===== src/design/kti_pkg.sv =====
// Shared types, constants and command codes for the keyframe track interpolator.
`default_nettype none

package kti_pkg;

    // Default sizing of the key store
    localparam int DEF_NUM_TIMELINES = 4;
    localparam int DEF_NUM_TRACKS    = 4;
    localparam int DEF_MAX_KEYS      = 16;

    // Fixed field widths
    localparam int TIME_W    = 32;
    localparam int VAL_W     = 32;
    localparam int CMD_W     = 2;
    localparam int IDX_W     = 2;
    localparam int STAT_W    = 2;
    localparam int CNT_OUT_W = 5;
    localparam int TOL_W     = 16;
    localparam int PROD_W    = 64;

    localparam logic [TOL_W-1:0] TOL_RESET = 16'd6;

    typedef enum logic [CMD_W-1:0] {
        CMD_ADD    = 2'd0,
        CMD_REMOVE = 2'd1,
        CMD_SAMPLE = 2'd2,
        CMD_CLEAR  = 2'd3
    } cmd_t;

    localparam logic [STAT_W-1:0] STATUS_OK    = 2'd0;
    localparam logic [STAT_W-1:0] STATUS_FULL  = 2'd1;
    localparam logic [STAT_W-1:0] STATUS_EMPTY = 2'd2;

    // Datapath operations issued by the controller each cycle
    typedef enum logic [4:0] {
        OP_NONE,
        OP_LATCH,
        OP_FULL,
        OP_ADD_INIT,
        OP_ADD_READ,
        OP_ADD_SHIFT,
        OP_ADD_PLACE,
        OP_REM_INIT,
        OP_REM_READ,
        OP_REM_STEP,
        OP_REM_END,
        OP_SMP_EMPTY,
        OP_SMP_READ0,
        OP_SMP_TAKE,
        OP_SMP_READLAST,
        OP_SMP_READI,
        OP_SMP_NEXT,
        OP_SMP_HIT,
        OP_MUL,
        OP_DIV_START,
        OP_SMP_FIN,
        OP_CLEAR
    } dp_op_t;

    // Status flags returned by the datapath
    typedef struct packed {
        logic valid;
        cmd_t cmd;
        logic full;
        logic empty;
        logic pos_one;
        logic rd_gt;
        logic rem_last;
        logic t_le;
        logic t_ge;
        logic div_done;
    } dp_status_t;

    typedef enum logic [4:0] {
        ST_IDLE,
        ST_DECODE,
        ST_ADD_RD,
        ST_ADD_CMP,
        ST_ADD_WR,
        ST_REM_RD,
        ST_REM_CMP,
        ST_REM_END,
        ST_SMP_RD0,
        ST_SMP_C0,
        ST_SMP_CL,
        ST_SMP_RDI,
        ST_SMP_CI,
        ST_SMP_MUL,
        ST_SMP_DIV,
        ST_SMP_WAIT,
        ST_DONE
    } ctrl_state_t;

endpackage

`default_nettype wire


===== src/design/kti_ctrl.sv =====
// Command sequencer for the keyframe track interpolator.
`default_nettype none

module kti_ctrl
    import kti_pkg::*;
(
    input  wire logic       clk,
    input  wire logic       rst_n,
    input  wire logic       start,
    input  wire dp_status_t stat,
    output dp_op_t          op,
    output logic            busy,
    output logic            done
);

    ctrl_state_t state_reg;
    ctrl_state_t state_next;

    always_ff @(posedge clk or negedge rst_n)
    begin
        if (!rst_n)
        begin
            state_reg <= ST_IDLE;
        end
        else
        begin
            state_reg <= state_next;
        end
    end

    // Next state and datapath operation
    always_comb
    begin
        state_next = state_reg;
        op         = OP_NONE;
        case (state_reg)
            ST_IDLE:
            begin
                if (start)
                begin
                    op         = OP_LATCH;
                    state_next = ST_DECODE;
                end
            end
            ST_DECODE:
            begin
                if (!stat.valid)
                begin
                    state_next = ST_DONE;
                end
                else
                begin
                    case (stat.cmd)
                        CMD_ADD:
                        begin
                            if (stat.full)
                            begin
                                op         = OP_FULL;
                                state_next = ST_DONE;
                            end
                            else
                            begin
                                op         = OP_ADD_INIT;
                                state_next = stat.empty ? ST_ADD_WR : ST_ADD_RD;
                            end
                        end
                        CMD_REMOVE:
                        begin
                            op         = OP_REM_INIT;
                            state_next = stat.empty ? ST_REM_END : ST_REM_RD;
                        end
                        CMD_SAMPLE:
                        begin
                            if (stat.empty)
                            begin
                                op         = OP_SMP_EMPTY;
                                state_next = ST_DONE;
                            end
                            else
                            begin
                                op         = OP_SMP_READ0;
                                state_next = ST_SMP_C0;
                            end
                        end
                        default:
                        begin
                            op         = OP_CLEAR;
                            state_next = ST_DONE;
                        end
                    endcase
                end
            end
            ST_ADD_RD:
            begin
                op         = OP_ADD_READ;
                state_next = ST_ADD_CMP;
            end
            ST_ADD_CMP:
            begin
                if (stat.rd_gt)
                begin
                    op         = OP_ADD_SHIFT;
                    state_next = stat.pos_one ? ST_ADD_WR : ST_ADD_RD;
                end
                else
                begin
                    op         = OP_ADD_PLACE;
                    state_next = ST_DONE;
                end
            end
            ST_ADD_WR:
            begin
                op         = OP_ADD_PLACE;
                state_next = ST_DONE;
            end
            ST_REM_RD:
            begin
                op         = OP_REM_READ;
                state_next = ST_REM_CMP;
            end
            ST_REM_CMP:
            begin
                op         = OP_REM_STEP;
                state_next = stat.rem_last ? ST_REM_END : ST_REM_RD;
            end
            ST_REM_END:
            begin
                op         = OP_REM_END;
                state_next = ST_DONE;
            end
            ST_SMP_RD0:
            begin
                op         = OP_SMP_READ0;
                state_next = ST_SMP_C0;
            end
            ST_SMP_C0:
            begin
                if (stat.t_le)
                begin
                    op         = OP_SMP_TAKE;
                    state_next = ST_DONE;
                end
                else
                begin
                    op         = OP_SMP_READLAST;
                    state_next = ST_SMP_CL;
                end
            end
            ST_SMP_CL:
            begin
                if (stat.t_ge)
                begin
                    op         = OP_SMP_TAKE;
                    state_next = ST_DONE;
                end
                else
                begin
                    op         = OP_SMP_READI;
                    state_next = ST_SMP_CI;
                end
            end
            ST_SMP_RDI:
            begin
                op         = OP_SMP_READI;
                state_next = ST_SMP_CI;
            end
            ST_SMP_CI:
            begin
                if (stat.t_le)
                begin
                    op         = OP_SMP_HIT;
                    state_next = ST_SMP_MUL;
                end
                else
                begin
                    op         = OP_SMP_NEXT;
                    state_next = ST_SMP_RDI;
                end
            end
            ST_SMP_MUL:
            begin
                op         = OP_MUL;
                state_next = ST_SMP_DIV;
            end
            ST_SMP_DIV:
            begin
                op         = OP_DIV_START;
                state_next = ST_SMP_WAIT;
            end
            ST_SMP_WAIT:
            begin
                if (stat.div_done)
                begin
                    op         = OP_SMP_FIN;
                    state_next = ST_DONE;
                end
            end
            ST_DONE:
            begin
                state_next = ST_IDLE;
            end
            default:
            begin
                state_next = ST_IDLE;
            end
        endcase
    end

    assign busy = (state_reg != ST_IDLE);
    assign done = (state_reg == ST_DONE);

endmodule

`default_nettype wire


===== config.mk =====
export PLATFORM = sky130hd
export DESIGN_NAME = kti_ctrl
export DESIGN_NICKNAME = d
export VERILOG_FILES = /design/src/design/kti_pkg.sv /design/src/design/kti_ctrl.sv
export SDC_FILE = /design/constraint.sdc
export NUM_CORES = 1
export LEC_CHECK = 0
export BUFFER_PORTS_ARGS = -buffer_cell sky130_fd_sc_hd__buf_4
export CAP_MARGIN = 20
export CORE_ASPECT_RATIO = 0.75
export CORE_MARGIN = 8
export CORE_UTILIZATION = 25
export CTS_CLUSTER_SIZE = 28
export DETAILED_ROUTE_END_ITERATION = 12
export PLACE_DENSITY_LB_ADDON = 0.08
export SYNTH_ARGS = -nofsm -noshare
export SYNTH_HDL_FRONTEND = slang
export SYNTH_SLANG_ARGS = --single-unit

===== constraint.sdc =====
create_clock -name clk -period 3.8 [get_ports clk]
set_input_delay 0.38 -clock clk [delete_from_list [all_inputs] [get_ports clk]]
set_output_delay 0.38 -clock clk [all_outputs]
set_load 0.05 [all_outputs]

==> metrics.csv, run 1 <==
stage,metric,value,unit
run_status,outcome,completed,
power,powerDensity,740,nW/um^2
synthesis,synth-compound-area-share,0.285,
final_layout,area_delta_synth_final,24.2,%
timing,worst_pin_slew,0.605,ns
route,wl_per_cell,15.2,um
timing,finalClockSkew,0.00674,ns
final_layout,final_cell_mix,"buf_4, nand2_1, nor2_1",
synthesis,synth_fa_ha_area_frac,0,
synthesis,seq_area_frac_synth,0.161,
synthesis,muxShareOfSynthArea,0.0145,
timing,fmax,0.408,GHz
clock_network,tritoncts,built,
synthesis,synth_nets,123,
route,drt_drc_violations_left,0,
floorplan,num_io_pins,21,
setup_path,reg2reg_setup_slack,2.04,ns
route,dr.pass1.iters,4,
synthesis,ys_types,46,
final_layout,diodes,0,
timing,max_slew_margin,0.597,
synthesis,synth_simple_gate_area_frac,0.411,
final_layout,layout_commonest_cell,buf_4,
timing,hold_viol,0,
clock_network,ctsResizeCount,0,
route,viasPerCell,5.36,
final_layout,drive_above_1_share,0.258,
route,drt_iter0_drc,47,
power,p_sw_frac,0.551,
grt,grt_use_total,0.0957,
clock_network,cts-root-buf,clkbuf_8,
setup_path,crit_path_start_kind,flop,
setup_path,r2r_start,state_reg[1]$_DFFE_PN0P_,
synthesis,synth_xor_area_frac,0.0113,
grt,antenna_found_initial,0,
floorplan,die_y,64.3,um
synthesis,synth_top_area_share,0.161,
grt,first_global_vias,815,
power,p_sw,393,uW
final_layout,nets,139,
clock_network,clockBufferDepth,2,
synthesis,yosysTopAreaCell,dfrtp_1,
timing,fin_hold_ws,0.430,ns
synthesis,async_flop_share,1.00,
clock_network,htreeDepth,1,
timing,maxSlewViolCount,0,
setup_path,cp.arrival,2.07,ns
setup_path,cp_max_fo,17,
grt,grt_max_degree,19,
timing,setup_viol,0,
route,ant_nets,0,
setup_path,critPathMaxStageDelay,0.65,ns
setup_path,r2r_end,state_reg[4]$_DFFE_PN0P_,
synthesis,synth.avg_cell_area,7.13,sq um
route,wl,2460,um
job,max_cap_violations,0,
clock_network,path_clk_slew,0.04,ns
clock_network,cts.sinks,5,
synthesis,ys_warn_count,0,
placement,hpwl,1990,um
synthesis,synthCells,109,
power,power.internal,321,uW
setup_path,worstSetupPathType,reg -> out,
setup_path,path_cells,nor2b_1 > nand3_2 > or3_1 > a31oi_1 > buf_4,
setup_path,critPathLaunch,state_reg[0]$_DFFE_PN0P_,
timing,final.period_utilization,0.645,
synthesis,yosys-top-cells-area,"dfrtp_1, nor2b_1, a21oi_1",
clock_network,numCtsBuffers,3,
floorplan,die_area,5170,sq um
power,vdd_drop_max,347,uV
power,power.share.clock,0.137,
power,comb_power_share,0.656,
timing,tns,0,ns
synthesis,syn-cell-area,777,sq um
final_layout,fillers,335,
timing,fin_crit,2.45,ns
synthesis,synth_top_family_by_area,simple AND/OR/NAND/NOR gates,
synthesis,synth-main-ff-cell,dfrtp_1,
placement,gp_congestion,0.773,
power,seqPwrFrac,0.206,
floorplan,core_area,2960,sq um
timing,rsz0062_at_grt,no,
final_layout,largest_register_ff_count,5,
setup_path,reg2reg_depth,4,
floorplan,initial_core_util,0.263,
synthesis,synth_edf_count,0,
setup_path,endpoint_kind,primary output,
route,via_count,868,
setup_path,cp_slowest_cell,dfrtp_1,
floorplan,fp.dieW,80.4,um
setup_path,cp.required,3.42,ns
hold_path,worstHoldPathType,in -> reg,
grt,grt_overflow,0,
setup_path,worstSetupEndpoint,op[3],
power,p_leak,0.409,nW
synthesis,ys_seq_elements,5,
clock_network,insertion_delay,0.22,ns
floorplan,fp-row-count,17,
grt,grt_pass1_wl,3990,um
placement,port_buffers,20,
cells by family (layout without fill, tap and decap cells):
group                     after synthesis  after routing
and+or+nand+nor                        54             54
AOI/OAI and AO/OA                      31             31
buffers and inverters                  17             32
DFF                                     5              5
xor gates and xnor gates                1              1
muxes                                   1              1
through the flow:
step / power, mW / util / setup slack, ns / instances / cell area (sq um)
finish: 0.714 / 0.326 / 1.35 / 162 / 965
global route: 0.766 / 0.326 / 1.20 / 162 / 965
CTS: 0.721 / 0.326 / 1.36 / 162 / 965
detailed placement: 0.619 / 0.308 / 1.60 / 157 / 910
global placement: 0.623 / 0.308 / 1.64 / 157 / 910
floorplan: 0.513 / - / 1.40 / 109 / 777
worst min path at each step:
stage | from | end | cells past startpoint
finish | stat[5] | state_reg[2]$_DFFE_PN0P_ | 3
detailed placement | rst_n | state_reg[1]$_DFFE_PN0P_ | 1
global route | stat[5] | state_reg[2]$_DFFE_PN0P_ | 3
floorplan | rst_n | state_reg[0]$_DFFE_PN0P_ | 0
global placement | rst_n | state_reg[1]$_DFFE_PN0P_ | 1
CTS | stat[5] | state_reg[2]$_DFFE_PN0P_ | 3
cell type report:
cell class | count | area (sq um) | share of cell area
clock buffers | 4 | 45.0 | 0.0467
inverters | 7 | 26.3 | 0.0272
multi-input cells | 87 | 561 | 0.581
flip-flops and latches | 5 | 125 | 0.130
well taps | 38 | 47.5 | 0.0493
repair buffers | 21 | 160 | 0.166
worst max-delay path, delay by kind of cell, from the launching register on:
kind | cells | cell delay (ns)
compound gates | 1 | 0.20
flops | 1 | 0.65
buf+inv | 1 | 0.23
simple gates | 3 | 0.76
timing repair:
action | CTS | global route
hold endpoints to repair | 5 | 0
setup endpoints to repair | 0 | 0
setup buffers | 0 | 0
hold buffers | 1 | 0
cells in the mapped netlist, drive strengths merged (3+ instances only):
| cell type | number |
|---|---|
| nand4 | 3 |
| nand2 | 9 |
| nor2b | 6 |
| nand2b | 3 |
| dfrtp | 5 |
| clkbuf | 4 |
| a21oi | 7 |
| or3 | 5 |
| buf | 6 |
| inv | 7 |
| o21ai | 6 |
| nand3 | 7 |
| nor2 | 8 |
power by group through the flow:
stage	Sequential [mW]	Combinational [mW]	Clock (mW)
floorplan	0.0863	0.426	0
global route	0.154	0.505	0.107
global placement	0.149	0.474	0
CTS	0.147	0.473	0.101
detailed placement	0.147	0.472	0
finish	0.147	0.469	0.0981
per-layer routing:
layer  up-vias  track usage  wire, um
met5         -            0         0
met4         0      0.00679         0
met3         0       0.0251       155
met2        24        0.142      1070
met1       407        0.138      1240
li1        437            -         -
Power figures use the tool's default switching activity.
==> run 2: changes to the inputs <==
clock period = 2.3 ns   (was 3.8 ns; I/O delays follow)
==> run 2 against run 1 <==
  * First-iteration DRC count grew 98%
  * Highest routed layer is now met4
  * Hold slack lost 0.14 ns
  * Power grew 70%
  * Worst setup slack lost 1.2 ns
  * Largest power group unchanged
==> metrics.csv, run 2 (synthesized netlist as in run 1, its figures left out) <==
stage,metric,value,unit
setup_path,path_cells,nor3_4 > nand3_2 > or3_1 > a31oi_1 > buf_4,
floorplan,initial_core_util,0.263,
timing,final.period_utilization,0.930,
placement,port_buffers,20,
power,p_sw_frac,0.541,
clock_network,ctsResizeCount,0,
clock_network,cts-root-buf,clkbuf_8,
timing,layout_setup_ws,0.162,ns
floorplan,core_area,2960,sq um
timing,worst_pin_slew,0.465,ns
clock_network,cts.sinks,5,
clock_network,numCtsBuffers,3,
power,finalPower,1.22,mW
hold_path,whs_endpoint,state_reg[2]$_DFFE_PN0P_,
final_layout,instances_no_fill,166,
final_layout,postLayoutCellArea,995,sq um
power,seqPwrFrac,0.136,
power,vdd_drop_max,553,uV
setup_path,r2r_end,state_reg[4]$_DFFE_PN0P_,
power,p_sw,658,uW
clock_network,cts_hold_buf,1,
route,via_count,863,
final_layout,area_delta_synth_final,28.0,%
timing,tns,0,ns
timing,finalClockSkew,0.00274,ns
placement,pre_cts_slack,0.381,ns
power,power.internal,557,uW
grt,grt_max_degree,18,
route,dr.pass1.iters,4,
timing,maxSlewViolCount,0,
run_status,outcome,completed,
hold_path,min_path_cells,3,
power,comb_power_share,0.734,
setup_path,critPathMaxStageDelay,0.54,ns
final_layout,fillers,335,
timing,fmax,0.468,GHz
final_layout,largest_register_ff_count,5,
grt,antenna_found_initial,0,
setup_path,crit_path_start_kind,flop,
final_layout,drive_above_1_share,0.281,
route,wl_per_cell,15.1,um
final_layout,layout_commonest_cell,buf_4,
setup_path,reg2reg_depth,5,
route,viasPerCell,5.20,
route,drt_iter0_drc,93,
placement,place_area,940,sq um
timing,hold_viol,0,
placement,hpwl,2040,um
grt,grt_use_total,0.0986,
setup_path,cp.required,2.07,ns
hold_path,hp-start,stat[5],
timing,fin_crit,2.14,ns
floorplan,fp-row-count,17,
route,wl,2510,um
hold_path,worstHoldPathType,in -> reg,
grt,grt_pass1_wl,4130,um
power,p_leak,0.430,nW
clock_network,clockBufferDepth,2,
floorplan,fp.dieW,80.4,um
floorplan,die_area,5170,sq um
clock_network,tritoncts,built,
clock_network,postCtsSetupBuffers,0,
route,ant_nets,0,
power,power.share.clock,0.130,
setup_path,r2r_start,state_reg[1]$_DFFE_PN0P_,
grt,grt_overflow,0,
final_layout,final_cell_mix,"buf_4, nand2_1, nor2_1",
setup_path,cp_top_family,simple AND/OR/NAND/NOR gates,
job,max_cap_violations,0,
clock_network,path_clk_slew,0.03,ns
setup_path,cp_slowest_cell,dfrtp_1,
placement,place_inst,161,
setup_path,cp_max_fo,13,
timing,rsz0062_at_grt,no,
timing,max_slew_margin,0.687,
final_layout,diodes,0,
grt,first_global_vias,840,
power,powerDensity,1220,nW/um^2
route,drt_drc_violations_left,0,
floorplan,die_y,64.3,um
floorplan,num_io_pins,21,
setup_path,worstSetupPathType,reg -> out,
setup_path,cp.arrival,1.91,ns
timing,setup_viol,0,
final_layout,nets,143,
setup_path,endpoint_kind,primary output,
clock_network,insertion_delay,0.22,ns
clock_network,htreeDepth,1,
placement,gp_congestion,0.836,
setup_path,reg2reg_setup_slack,0.65,ns
setup_path,path_buf_inv,1,
run 2: cell count changes in the layout (fill, tap and decap cells not counted):
cell	change
buf_4	+4
run 2: worst max path at each step:
stage                     cells after the start  endpoint                     start
after floorplan                               5     op[3]  state_reg[2]$_DFFE_PN0P_
after global placement                        5     op[3]  state_reg[3]$_DFFE_PN0P_
after detailed placement                      5     op[3]  state_reg[3]$_DFFE_PN0P_
after CTS                                     5     op[3]  state_reg[3]$_DFFE_PN0P_
after global routing                          5     op[3]  state_reg[3]$_DFFE_PN0P_
final                                         5     op[3]  state_reg[3]$_DFFE_PN0P_
run 2: metal layers:
layer  wire [um]  vias up  global-route usage
met5           0        -                   0
met4          16        0              0.0339
met3         156        2              0.0140
met2        1070       22               0.142
met1        1270      401               0.143
li1            -      438                   -
run 2: power by group through the flow:
stage / sequential [mW] / combinational (mW) / clock, mW
global route: 0.169 / 0.965 / 0.169
CTS: 0.164 / 0.898 / 0.166
detailed placement: 0.165 / 0.895 / 0
finish: 0.165 / 0.892 / 0.158
floorplan: 0.143 / 0.705 / 0
global placement: 0.163 / 0.908 / 0
run 2: tightest hold or removal path, stage by stage:
cell,delay (ns)
buf_4,0.09
a2bb2oi_1,0.05
nand4_1,0.10
run 2: cell type report:
type                       instances  area [sq um]  share of cell area
clock buffer                       4          45.0              0.0453
multi-input combinational         87           561               0.564
inverter                           7          26.3              0.0264
timing repair buffer              25           190               0.191
sequential                         5           125               0.126
tap                               38          47.5              0.0478
run 2: through the flow:
step	hold WS (ns)	util
2_1_floorplan	-0.0656	-
3_3_place_gp	0.0348	0.318
3_5_place_dp	0.0343	0.318
4_1_cts	0.282	0.336
5_1_grt	0.299	0.336
6_report	0.289	0.336
